--- src/rtl/core/pnc_pkg.sv ---
`timescale 1ns / 1ps

package pnc_pkg;

	// Width of a colour distance; the largest distance is 3570.
	localparam int DIST_W = 12;
	localparam int COLOUR_W = 32;

	// Radius of an entry that has no neighbour, above any distance.
	localparam logic [DIST_W-1:0] RADIUS_NONE = 12'hFFF;
	// Starting best distance of a match scan, above any distance.
	localparam logic [DIST_W-1:0] DIST_NONE = 12'hFFF;

	typedef enum logic [1:0] {
		REQ_CLEAR  = 2'd0,
		REQ_APPEND = 2'd1,
		REQ_MATCH  = 2'd2,
		REQ_NONE   = 2'd3
	} req_t;

	typedef enum logic [1:0] {
		ST_IDLE,
		ST_SCAN,
		ST_RADIUS,
		ST_RESULT
	} state_t;

	// Strobes from the sequencer to the palette store.
	typedef struct packed {
		logic rd_en;
		logic pal_we;
		logic rad_we;
	} mem_ctrl_t;

endpackage

--- src/rtl/core/pnc_dist.sv ---
`timescale 1ns / 1ps

// Weighted colour distance |db| + 10*|dg| + 3*|dr| built from shifts and adds.
module pnc_dist (
	input  logic [pnc_pkg::COLOUR_W-1:0] colour_a,
	input  logic [pnc_pkg::COLOUR_W-1:0] colour_b,
	output logic [pnc_pkg::DIST_W-1:0]   distance
);

	logic [7:0] db;
	logic [7:0] dg;
	logic [7:0] dr;
	logic [pnc_pkg::DIST_W-1:0] dg_ext;
	logic [pnc_pkg::DIST_W-1:0] dr_ext;

	always_comb begin
		db = (colour_a[31:24] > colour_b[31:24]) ? colour_a[31:24] - colour_b[31:24]
		                                         : colour_b[31:24] - colour_a[31:24];
		dg = (colour_a[23:16] > colour_b[23:16]) ? colour_a[23:16] - colour_b[23:16]
		                                         : colour_b[23:16] - colour_a[23:16];
		dr = (colour_a[15:8] > colour_b[15:8]) ? colour_a[15:8] - colour_b[15:8]
		                                       : colour_b[15:8] - colour_a[15:8];
		dg_ext = {4'd0, dg};
		dr_ext = {4'd0, dr};
		distance = {4'd0, db} + (dg_ext << 3) + (dg_ext << 1) +
		           (dr_ext << 1) + dr_ext;
	end

endmodule

--- config.mk ---
export PLATFORM = sky130hd
export DESIGN_NAME = pnc_dist
export DESIGN_NICKNAME = d
export VERILOG_FILES = /design/src/rtl/core/pnc_pkg.sv /design/src/rtl/core/pnc_dist.sv
export SDC_FILE = /design/constraint.sdc
export NUM_CORES = 1
export LEC_CHECK = 0
export ABC_AREA = 1
export BUFFER_PORTS_ARGS = -buffer_cell sky130_fd_sc_hd__buf_2
export CAP_MARGIN = 40
export CORE_UTILIZATION = 53
export DETAILED_ROUTE_END_ITERATION = 10
export PLACE_DENSITY = 0.81
export SYNTH_ARGS = -nofsm -noshare
export SYNTH_HDL_FRONTEND = slang
export SYNTH_SLANG_ARGS = --single-unit
--- constraint.sdc ---
create_clock -name vclk -period 4.3
set_input_delay 0.215 -clock vclk [all_inputs]
set_output_delay 0.215 -clock vclk [all_outputs]
set_load 0.05 [all_outputs]
### Yosys cells after proc, flatten, opt, wreduce, memory -nomap -nowiden

Cells that the tools add are included.

* flip-flop bits (word level): 0
* input bits: 64
* output and inout port bits: 12
* logic and storage cells: 16

* add/subtract/negate cells: 10
* magnitude comparators: 3
* multiplexer cells: 3

Operators with widths (count)
* $sub 8x8->8: 6
* $add 12x9->12: 2
* $gt 8x8->1: 3
* $mux 8: 3
* $add 12x8->12: 1
* $add 8x11->12: 1

### Longest topological paths before layout

Gate-level depths: netlist of the first run.

* depth in word-level cells: 6
* gate-level depth with buffers: 30

### Worst setup path before layout of the first run

No wires, ideal clock.

* kind: in2out
* start: input port colour_a[16] (netlist name)
* end: output port distance[9] (netlist name)
* arrival: 4803 ps
* data required time: 4085 ps
* setup slack: -718 ps
* stages: 24
* buffers on the path: 0
* cell sequence: inv_1 -> ha_1 -> inv_1 -> fa_1 -> nand3_1 -> nand3_1 -> nand2_1 -> nand2_2 -> nand2_4 -> o21ai_0 -> o21ai_0 -> inv_1 -> fa_1 -> fa_1 -> inv_1 -> fa_1 -> inv_1 -> ha_1 -> inv_1 -> fa_1 -> o21ai_1 -> nand3_1 -> nand2_1 -> xor2_1

* longest elaborated chain between the ends: 6

Ends and longest elaborated chain
* start, declared: line pnc_dist.sv:5 `input logic [pnc_pkg::COLOUR_W-1:0] colour_a,`
* $sub 8x8->8 (tied with other cells): line pnc_dist.sv:20 `: colour_b[23:16] - colour_a[23:16];`
* $mux 8 (*): line pnc_dist.sv:19 `dg = (colour_a[23:16] > colour_b[23:16]) ? colour_a[23:16] - colour_b[23:16]`
* $add 8x11->12: line pnc_dist.sv:25 `distance = {4'd0, db} + (dg_ext << 3) + (dg_ext << 1) +`
* $add 12x9->12 (*) (2 in series): line pnc_dist.sv:25
* $add 12x8->12 (*): line pnc_dist.sv:26 `(dr_ext << 1) + dr_ext;`
* end, declared: line pnc_dist.sv:7 `output logic [pnc_pkg::DIST_W-1:0] distance`

Mark *: on every way between the ends. The rest lies on a longest branch, timed or not.

### Final worst setup path of the first run

* start: input port colour_a[26] (netlist name)
* end: output port distance[11] (netlist name)

* longest elaborated chain between the ends: 6

Ends and longest elaborated chain
* $sub 8x8->8 (tied with other cells): line pnc_dist.sv:18 `: colour_b[31:24] - colour_a[31:24];`
* $mux 8 (*): line pnc_dist.sv:17 `db = (colour_a[31:24] > colour_b[31:24]) ? colour_a[31:24] - colour_b[31:24]`
* $add 8x11->12 (*): line pnc_dist.sv:25
* $add 12x9->12 (*) (2 in series): line pnc_dist.sv:25
* $add 12x8->12 (*): line pnc_dist.sv:26

Marked as above.

==> summary.md, run 1 <==
The logs give 16000 um for the global-route wire length before repair and 878 for the layout net count. For this run, the register share of the synthesized area comes to 0%. The number of nets with antenna violations after detailed routing was 0; the fraction of final layout cells with drive strength greater than 1 was 41.7%. Synthesis warning total: 0. The run gives 56.0% as the starting density of the core.

The flow ran to the end, but the final reports show violations. Detailed placement ended at an HPWL of 7670 um. Setup repair after global routing could not meet its margin everywhere.

Across the whole layout, storage elements account for 0 um2. The number of port buffers is 60. After global routing the overflow that remains totals 0. Dividing the detail-routed wire length by the instance count gives 13.5 um.

The antenna diode count came out at 0. The synthesized netlist contains 33 unique library cells. The logs give -0.471 ns for the worst path setup slack after routing and 0.00606 mm2 for the core footprint. The layout overhead on the synthesized area is 54.4%. The die covers 0.00673 mm2. The transition time at the pin with the least slew margin is 0.346 ns.

The post-route minimum period was 4.77 ns; the flip-flop and latch count was 0. The tools report the max-slew violation total from the final report as 0. The number of remaining DRC errors came out at 0. Using the TritonRoute via totals, the vias-per-cell ratio works out to 5.19. The endpoint type of the worst setup path is a primary output. The startpoint type of the worst setup path is a primary input. In the finished layout, the clock tree contains a buffer count of 0. In the layout the commonest cells are 145 x sky130_fd_sc_hd__nand2_1, 117 x sky130_fd_sc_hd__buf_4, 111 x sky130_fd_sc_hd__inv_1. The number of hold violations in the final report was 0.

At the worst endpoint, the arrival time is 4.56 ns. For the smallest hold slack, the log shows 1.26 ns. Tracing the worst setup path back leads to its startpoint at colour_a[26].

The pre-antenna-repair detailed-routing pass consisted of 5 iterations. The final reports fail on negative setup slack. The final route contains 4154 vias.

In this run the cell area of the synthesized design comes to 0.00339 mm2. Setup violations remaining at the end of the flow were counted as 7. Most repeated library cell on the critical path: sky130_fd_sc_hd__inv_1. The average instance in the mapped netlist occupies 6.22 um2. Once placement finished, the instance area stood at 0.00473 mm2. The tools report the total non-filler cell area in the finished layout as 0.00524 mm2. The worst relative slew slack was 76.8%. The min-delay analysis places its worst path in the category primary input to primary output. The die is 82.0 um wide.

At the worst endpoint, the required time is 4.09 ns. Derived from the worst setup path, the maximum achievable clock frequency is 210 MHz. The run gives 325 as the number of filler cells placed in the layout. The run gives 0.914 as the last weighted congestion value of the routability-driven placer. The highest fanout seen on the critical path is 5, and the number of antenna violations at the first check in global routing is 0.

On the worst path, the slowest cell contributes a delay of 0.53 ns. The worst setup path is of the primary input to primary output kind. The via count of the first global-routing pass is 4099.

Global routing used 29.9% of the available tracks. In this run the most critical hold path is launched from colour_b[8]. The library cell used most frequently in the layout, excluding fill and tap cells, is sky130_fd_sc_hd__nand2_1. For the maximum number of pins on one net before global-route repair, the log shows 9.

The logs give 10800 um for the final wirelength and 0 for the number of hold-repair buffers added at the cts stage. The multi-input combinational cells in the finished layout cover a total of 0.00329 mm2. Synthesis produced a netlist with a net count of 697. The logs give 163 for the initial DRC count and 28 for the floorplan row count. Max-cap violations in this run came to 0.

The slowest stage of the critical path belongs to the cell sky130_fd_sc_hd__fa_1. The share of the clock period used by the worst path after layout came out at 111%. Floorplan die height: 82.0 um. OpenSTA, run right after detailed placement, puts the worst setup slack at -0.604 ns. The total I/O pin count is 76.

The cell count after synthesis came out at 546.
## timing repair
action / in CTS / in global routing
setup buffers: 13 / 6
endpoints found under the setup margin: 8 / 8
pin swaps: 35 / 36
resized for setup: 53 / 52
## cell usage after synthesis, types with 3 or more instances
| master | count | area share, % |
|---|---|---|
| sky130_fd_sc_hd__o21ai_0 | 4 | 0.59 |
| sky130_fd_sc_hd__o21ai_1 | 5 | 0.74 |
| sky130_fd_sc_hd__a21o_1 | 3 | 0.66 |
| sky130_fd_sc_hd__nand2_4 | 4 | 1.3 |
| sky130_fd_sc_hd__nor2_1 | 18 | 2.0 |
| sky130_fd_sc_hd__fa_1 | 25 | 15 |
| sky130_fd_sc_hd__nand4_1 | 3 | 0.55 |
| sky130_fd_sc_hd__nand3_1 | 31 | 4.6 |
| sky130_fd_sc_hd__inv_1 | 130 | 14 |
| sky130_fd_sc_hd__nand2_1 | 167 | 18 |
| sky130_fd_sc_hd__buf_2 | 3 | 0.44 |
| sky130_fd_sc_hd__ha_1 | 62 | 23 |
| sky130_fd_sc_hd__xor2_1 | 24 | 6.2 |
| sky130_fd_sc_hd__o21bai_1 | 5 | 1.1 |
| sky130_fd_sc_hd__nand2_2 | 11 | 2.0 |
| sky130_fd_sc_hd__a21oi_1 | 28 | 4.1 |
## layout make-up
cell class	instances	share of cell area, %
Inverter	134	10.1
Multi-Input combinational cell	408	62.8
Tap cell	75	1.79
Timing Repair Buffer	183	25.3
## per-stage QoR
stage	instances	utilization, %	setup TNS, ns
after floorplan	546	-	-0.575
after global placement	784	78.0	-2.05
after detailed placement	784	78.0	-2.83
after CTS	795	82.8	-1.03
after global routing	800	86.5	-3.76
final	800	86.5	-2.08
## metal layers
layer	GRT usage, %	share of wire (%)	routed length, um
met1	31.7	38	4130
met2	60.7	54	5800
met3	2.11	4.3	468
met4	9.82	3.6	392
met5	0	0	0
## cells by family after synthesis
group / synth area share, %
xor+xnor: 6.45
buf+inv: 15.7
compound gates: 8.70
simple gates: 31.6
fa+ha+maj: 37.6
## path summary, 6_finish.rpt
kind,slack (ns),endpoint,cells after the start
worst max-delay path,-0.47,distance[11],31
worst min-delay path,1.26,distance[0],5
## critical path: cells and delay by family
family / cells / cell delay, ns
AOI/OAI and AO/OA: 1 / 0.17
adders and majority gates: 6 / 1.93
buffers and inverters: 10 / 0.85
and+or+nand+nor: 14 / 1.38
Power of run 1 is not shown: default switching activity piles up to over one toggle a cycle in this logic, so the estimate is an artifact.
==> run 2: changes to the inputs <==
--- a/config.mk
+++ b/config.mk
@@ -8,9 +8,11 @@
 export ABC_AREA = 1
 export BUFFER_PORTS_ARGS = -buffer_cell sky130_fd_sc_hd__buf_2
 export CAP_MARGIN = 40
-export CORE_UTILIZATION = 53
+export CELL_PAD_IN_SITES_DETAIL_PLACEMENT = 1
+export CELL_PAD_IN_SITES_GLOBAL_PLACEMENT = 1
+export CORE_UTILIZATION = 36
 export DETAILED_ROUTE_END_ITERATION = 10
-export PLACE_DENSITY = 0.81
+export PLACE_DENSITY = 0.8
 export SYNTH_ARGS = -nofsm -noshare
 export SYNTH_HDL_FRONTEND = slang
 export SYNTH_SLANG_ARGS = --single-unit
==> summary.md, run 2 (synthesis results as in run 1) <==
The die area was 0.00982 mm2 (was 0.00673 mm2). The smallest hold slack was 1.33 ns (was 1.26 ns); the worst hold path depth was 6 (was 5). Number of port buffers: 60 (unchanged).

The transition time at the pin with the least slew margin was 0.393 ns (was 0.346 ns). The logs give 0 (unchanged) for the antenna diode count and 204 MHz (was 210 MHz) for the peak clock frequency supported by timing. The via count of the first global-routing pass is 4908 (was 4099).

The fraction of final layout cells with drive strength greater than 1 was 43.5% (was 41.7%). The logs give 0 (unchanged) for the number of remaining DRC errors and 208 (was 163) for the initial DRC count. Post-route minimum period: 4.91 ns (was 4.77 ns).

Count of non-filler cells in the finished layout: 847 (was 800). The worst min-delay path endpoint was distance[0] (unchanged). The run gives 28.9% (was 29.9%) as the total routing usage reported by global routing. The logs give 8 (was 7) for the final-report setup violation count and 16400 um (was 10800 um) for the final wirelength. The run gives 0.00332 mm2 (was 0.00329 mm2) as the area taken by multi-input logic gates.

The logs give 827 (was 784) for the instance count after placement with tap cells included and 10500 um (was 7670 um) for the total half-perimeter wirelength after legalization and detailed placement. The detailed-routing iteration count for the pre-antenna-repair pass came out at 4 (was 5). Highest fanout seen on the critical path: 5 (unchanged). The floorplan row count was 35 (was 28). The number of clock buffers in the layout was 0 (unchanged); the share of the clock period used by the worst path after layout was 114% (was 111%).

The number of maximum-capacitance violations was 0 (unchanged). The class of the most critical hold timing path was primary input to primary output (unchanged). The number of nets with antenna violations after detailed routing is 0 (unchanged).

The source of the worst hold timing path was colour_b[24] (was colour_b[8]). For the flip-flop and latch count, the log shows 0 (unchanged). The run finished, with violations left. The type of the worst setup path is primary input to primary output (unchanged). The die width is 99.1 um (was 82.0 um), and the last weighted congestion value of the routability-driven placer is 0.822 (was 0.914). For the maximum number of pins on one net before global-route repair, the log shows 8 (was 9). The run gives 22600 um (was 16000 um) as the global-route wire length before repair.

The logs give 0 (unchanged) for the number of hold violations in the final report and 0 um2 (unchanged) for the register area. The tools report the worst path setup slack after routing as -0.609 ns (was -0.471 ns). For the max-slew violation total from the final report, the log shows 0 (unchanged). Endpoint type of the worst setup path: a primary output (unchanged).

For the total congestion overflow, the log shows 0 (unchanged). The layout overhead on the synthesized area was 59.2% (was 54.4%); the post-layout utilization of the core was 58.8% (was 86.5%). The layout net count was 889 (was 878); the starting density of the core was 36.9% (was 56.0%). The core footprint is 0.00920 mm2 (was 0.00606 mm2). Failing checks: negative setup slack (unchanged).

Leading cell types in the layout, fill and taps excluded: 135 x sky130_fd_sc_hd__nand2_1, 126 x sky130_fd_sc_hd__buf_4, 110 x sky130_fd_sc_hd__inv_1 (was 145 x sky130_fd_sc_hd__nand2_1, 117 x sky130_fd_sc_hd__buf_4, 111 x sky130_fd_sc_hd__inv_1). The logs give 0 (unchanged) for the number of antenna violations at the first check in global routing and 1198 (was 325) for the number of filler cells placed in the layout. Number of vias per cell: 5.29 (was 5.19). The tools report the startpoint type of the worst setup path as a primary input (unchanged). For the required time of the worst setup path, the log shows 4.09 ns (about the same). Aggregate negative setup slack: -3.30 ns (was -2.08 ns). The via total after detailed routing came out at 4479 (was 4154). Most common cell after layout, fill and taps aside: sky130_fd_sc_hd__nand2_1 (unchanged). The floorplan die height was 99.1 um (was 82.0 um). Setup repair after global routing could not meet its margin everywhere. The total I/O pin count was 76 (unchanged); the number of hold-repair buffers added at the cts stage was 0 (unchanged). The logs give 4.69 ns (was 4.56 ns) for the data arrival at the endpoint of the critical path and 73.6% (was 76.8%) for the worst relative slew slack.

The detailed-route wire length per cell was 19.3 um (was 13.5 um).
==> run 2: how the worst max path moves through the flow <==
| stage | start | endpoint | slack, ns | cells past startpoint |
|---|---|---|---|---|
| global route | colour_a[16] | distance[11] | -0.74 | 33 |
| detailed placement | colour_a[16] | distance[11] | -0.75 | 28 |
| global placement | colour_a[16] | distance[10] | -0.55 | 26 |
| finish | colour_a[16] | distance[11] | -0.61 | 28 |
| floorplan | colour_a[16] | distance[11] | -0.20 | 26 |
| CTS | colour_a[16] | distance[11] | -0.45 | 28 |
==> run 2: worst max-delay path, stage by stage <==
cell	delay [ns]
sky130_fd_sc_hd__buf_12	0.11
sky130_fd_sc_hd__inv_12	0.04
sky130_fd_sc_hd__ha_4	0.14
sky130_fd_sc_hd__inv_2	0.05
sky130_fd_sc_hd__fa_2	0.34
sky130_fd_sc_hd__nand3_2	0.08
sky130_fd_sc_hd__nand3_2	0.09
sky130_fd_sc_hd__nand2_2	0.09
sky130_fd_sc_hd__nand2_4	0.06
sky130_fd_sc_hd__nand2_4	0.11
sky130_fd_sc_hd__o21ai_2	0.07
sky130_fd_sc_hd__o21ai_1	0.08
sky130_fd_sc_hd__inv_1	0.09
sky130_fd_sc_hd__fa_1	0.49
sky130_fd_sc_hd__fa_1	0.58
sky130_fd_sc_hd__inv_2	0.04
sky130_fd_sc_hd__fa_1	0.44
sky130_fd_sc_hd__inv_2	0.09
sky130_fd_sc_hd__ha_4	0.14
sky130_fd_sc_hd__inv_2	0.04
sky130_fd_sc_hd__fa_2	0.42
sky130_fd_sc_hd__o21ai_4	0.17
sky130_fd_sc_hd__nand3_2	0.10
sky130_fd_sc_hd__or2_1	0.26
sky130_fd_sc_hd__nand2_1	0.08
sky130_fd_sc_hd__nand2_2	0.07
sky130_fd_sc_hd__nand2_4	0.06
sky130_fd_sc_hd__buf_8	0.14
==> run 2: stage by stage <==
stage,setup slack [ns],area [um2]
final,-0.609,5410
after CTS,-0.449,5200
after floorplan,-0.204,3550
after detailed placement,-0.753,4830
after global placement,-0.546,4830
after global routing,-0.743,5410
==> run 2: final cells by class <==
class / count / area share [%]
multi-input cells: 408 / 61.4
repair buffers: 194 / 26.2
inverters: 134 / 9.84
well taps: 111 / 2.57
==> run 2: what timing repair did <==
action	in CTS	in global routing
pin swaps	42	34
hold endpoints to repair	0	0
endpoints found under the setup margin	8	8
buffers inserted	14	8
gates resized for setup	72	46
==> run 2: per-layer routing <==
layer / GRT usage (%) / share of wire, % / vias up / routed length (um)
li1: - / - / 2030 / -
met1: 28.5 / 36 / 2174 / 5870
met2: 61.1 / 54 / 183 / 8850
met3: 2.39 / 3.9 / 92 / 636
met4: 11.0 / 6.1 / 0 / 1000
met5: 0 / 0 / - / 0
Power of run 2 is left out for the same reason.
==> run 3: changes to the inputs <==
--- a/config.mk
+++ b/config.mk
@@ -6,13 +6,14 @@
 export NUM_CORES = 1
 export LEC_CHECK = 0
 export ABC_AREA = 1
-export BUFFER_PORTS_ARGS = -buffer_cell sky130_fd_sc_hd__buf_2
 export CAP_MARGIN = 40
 export CELL_PAD_IN_SITES_DETAIL_PLACEMENT = 1
 export CELL_PAD_IN_SITES_GLOBAL_PLACEMENT = 1
-export CORE_UTILIZATION = 36
+export CORE_UTILIZATION = 43
 export DETAILED_ROUTE_END_ITERATION = 10
-export PLACE_DENSITY = 0.8
+export DONT_BUFFER_PORTS = 1
+export GPL_TIMING_DRIVEN = 0
+export PLACE_DENSITY = 0.81
 export SYNTH_ARGS = -nofsm -noshare
 export SYNTH_HDL_FRONTEND = slang
 export SYNTH_SLANG_ARGS = --single-unit
==> summary.md, run 3 (synthesis results as in run 1) <==
The flow ran to the end, but the final reports show violations. Failing checks: negative setup slack (unchanged). For the max-slew violation total from the final report, the log shows 0 (unchanged). The logs give 32 (was 35) for the floorplan row count and 1.09 ns (was 1.33 ns) for the smallest hold slack. The logs give 683 (was 847) for the count of non-filler cells in the finished layout and 6 (was 8) for the final-report setup violation count. The initial DRC count is 40 (was 208). The peak clock frequency supported by timing is 220 MHz (was 204 MHz), and the fraction of final layout cells with drive strength greater than 1 is 27.2% (was 43.5%). Most common cell after layout, fill and taps aside: sky130_fd_sc_hd__nand2_1 (unchanged). The die width is 90.9 um (was 99.1 um). The die area was 0.00825 mm2 (was 0.00982 mm2); the via total after detailed routing was 3478 (was 4479). The number of vias per cell is 5.09 (was 5.29). The layout net count is 734 (was 889), and the met3 track demand over resource in global routing is 0.589% (was 2.39%). The required time of the worst setup path was 4.09 ns (about the same). The tools report the total routing usage reported by global routing as 24.2% (was 28.9%). The tools report the endpoint type of the worst setup path as a primary output (unchanged). The global-route met2 utilization is 50.6% (was 61.1%).

The startpoint type of the worst setup path is a primary input (unchanged). Kind of cell adding the most delay to the critical path: adder cells (unchanged). The busiest layer in global routing was met2 (unchanged). The detailed-route wire length per cell came out at 15.0 um (was 19.3 um).

The via count of the first global-routing pass is 3835 (was 4908), and the floorplan die height is 90.9 um (was 99.1 um). The slowest cell on the critical path was sky130_fd_sc_hd__fa_1 (unchanged). The run gives 16700 um (was 22600 um) as the global-route wire length before repair. Number of antenna violations at the first check in global routing: 0 (unchanged). For the instance count after placement with tap cells included, the log shows 648 (was 827). The starting density of the core came out at 44.2% (was 36.9%). The final wirelength came out at 10300 um (was 16400 um). The largest incremental delay on the critical path is 0.54 ns (was 0.58 ns), and the highest fanout seen on the critical path is 5 (unchanged). Setup repair after global routing could not meet its margin everywhere. The met1 capacity usage during global routing was 27.3% (was 28.5%). The number of buffers and inverters on the critical path was 5 (was 8).

The tools report the number of maximum-capacitance violations as 0 (unchanged). The total congestion overflow is 0 (unchanged). For the worst path setup slack after routing, the log shows -0.243 ns (was -0.609 ns). The register area came out at 0 um2 (unchanged). The type of the worst setup path is primary input to primary output (unchanged). Class of the most critical hold timing path: primary input to primary output (unchanged). The share of the clock period used by the worst path after layout is 106% (was 114%), and the worst relative slew slack is 62.7% (was 73.6%). For the total half-perimeter wirelength after legalization and detailed placement, the log shows 7660 um (was 10500 um).

The number of port buffers works out to 0 (was 60). The most repeated library cell on the critical path is sky130_fd_sc_hd__nand2_2 (was sky130_fd_sc_hd__inv_2). For the number of remaining DRC errors, the log shows 0 (unchanged). The logs give 4.33 ns (was 4.69 ns) for the data arrival at the endpoint of the critical path and 0 (unchanged) for the antenna diode count. The maximum number of pins on one net before global-route repair was 9 (was 8).

For the total I/O pin count, the log shows 76 (unchanged). Layout overhead on the synthesized area: 31.2% (was 59.2%). The last weighted congestion value of the routability-driven placer came out at 0.832 (was 0.822).

Leading cell types in the layout, fill and taps excluded: 146 x sky130_fd_sc_hd__nand2_1, 114 x sky130_fd_sc_hd__inv_1, 40 x sky130_fd_sc_hd__ha_1 (was 135 x sky130_fd_sc_hd__nand2_1, 126 x sky130_fd_sc_hd__buf_4, 110 x sky130_fd_sc_hd__inv_1). The core footprint was 0.00769 mm2 (was 0.00920 mm2); the number of hold violations in the final report was 0 (unchanged). Number of clock buffers in the layout: 0 (unchanged).

The detailed-routing iteration count for the pre-antenna-repair pass is 4 (unchanged). The flip-flop and latch count was 0 (unchanged); the transition time at the pin with the least slew margin was 0.558 ns (was 0.393 ns). The run gives 0 (unchanged) as the number of nets with antenna violations after detailed routing. Walking the worst path, the cells encountered are inv_1 -> ha_4 -> buf_6 -> a21oi_1 -> o21ai_2 -> a21oi_1 -> inv_1 -> nand2_1 -> nand2_1 -> nand2_1 -> nand2_2 -> fa_1 -> inv_2 -> fa_1 -> fa_1 -> inv_2 -> ha_4 -> nand3_1 -> nand2_2 -> nand3_4 -> or2_4 -> nand2_2 -> nand2_2 -> nand2_4. Post-route minimum period: 4.54 ns (was 4.91 ns).
-- run 3: cell types whose count changed in the layout (fill, tap and decap cells not counted), sizes merged --
cell / before / now
buf: 194 / 37
inv: 133 / 131
clkbuf: 0 / 1
clkinv: 1 / 2
clkinvlp: 0 / 1
nand2: 182 / 183
-- run 3: area by class of cell --
class / instances / area (um2)
multi-input cells: 409 / 3450
plain buffers: 4 / 41.3
well taps: 102 / 128
repair buffers: 34 / 285
inverters: 134 / 548
fillers: 1010 / 3230
-- run 3: path summary, 6_finish.rpt --
check | startpoint | to | cells after the start
hold / removal | colour_b[24] | distance[0] | 3
setup / recovery | colour_a[26] | distance[10] | 24
-- run 3: what timing repair did --
| action | in CTS | in global routing |
|---|---|---|
| hold buffers | 0 | 0 |
| pin swaps | 25 | 23 |
| gates cloned | 1 | 0 |
| gates resized for setup | 51 | 59 |
| setup endpoints to repair | 8 | 8 |
| setup buffers | 20 | 15 |
-- run 3: through the flow --
| step | setup slack (ns) | utilization [%] | cell area, um2 | setup TNS [ns] |
|---|---|---|---|---|
| floorplan | -0.204 | - | 3550 | -0.575 |
| global placement | -0.501 | 47.9 | 3680 | -2.59 |
| detailed placement | -0.589 | 47.9 | 3680 | -3.19 |
| CTS | -0.244 | 52.9 | 4070 | -0.926 |
| global route | -0.455 | 57.9 | 4450 | -2.11 |
| finish | -0.243 | 57.9 | 4450 | -0.980 |
-- run 3: per-layer routing --
layer	up-vias	part of all wire (%)	routed length (um)
met4	0	2.1	212
met3	18	2.4	242
met1	1676	41	4200
met5	-	0	0
met2	71	55	5600
li1	1713	-	-
Power of run 3 is left out for the same reason.
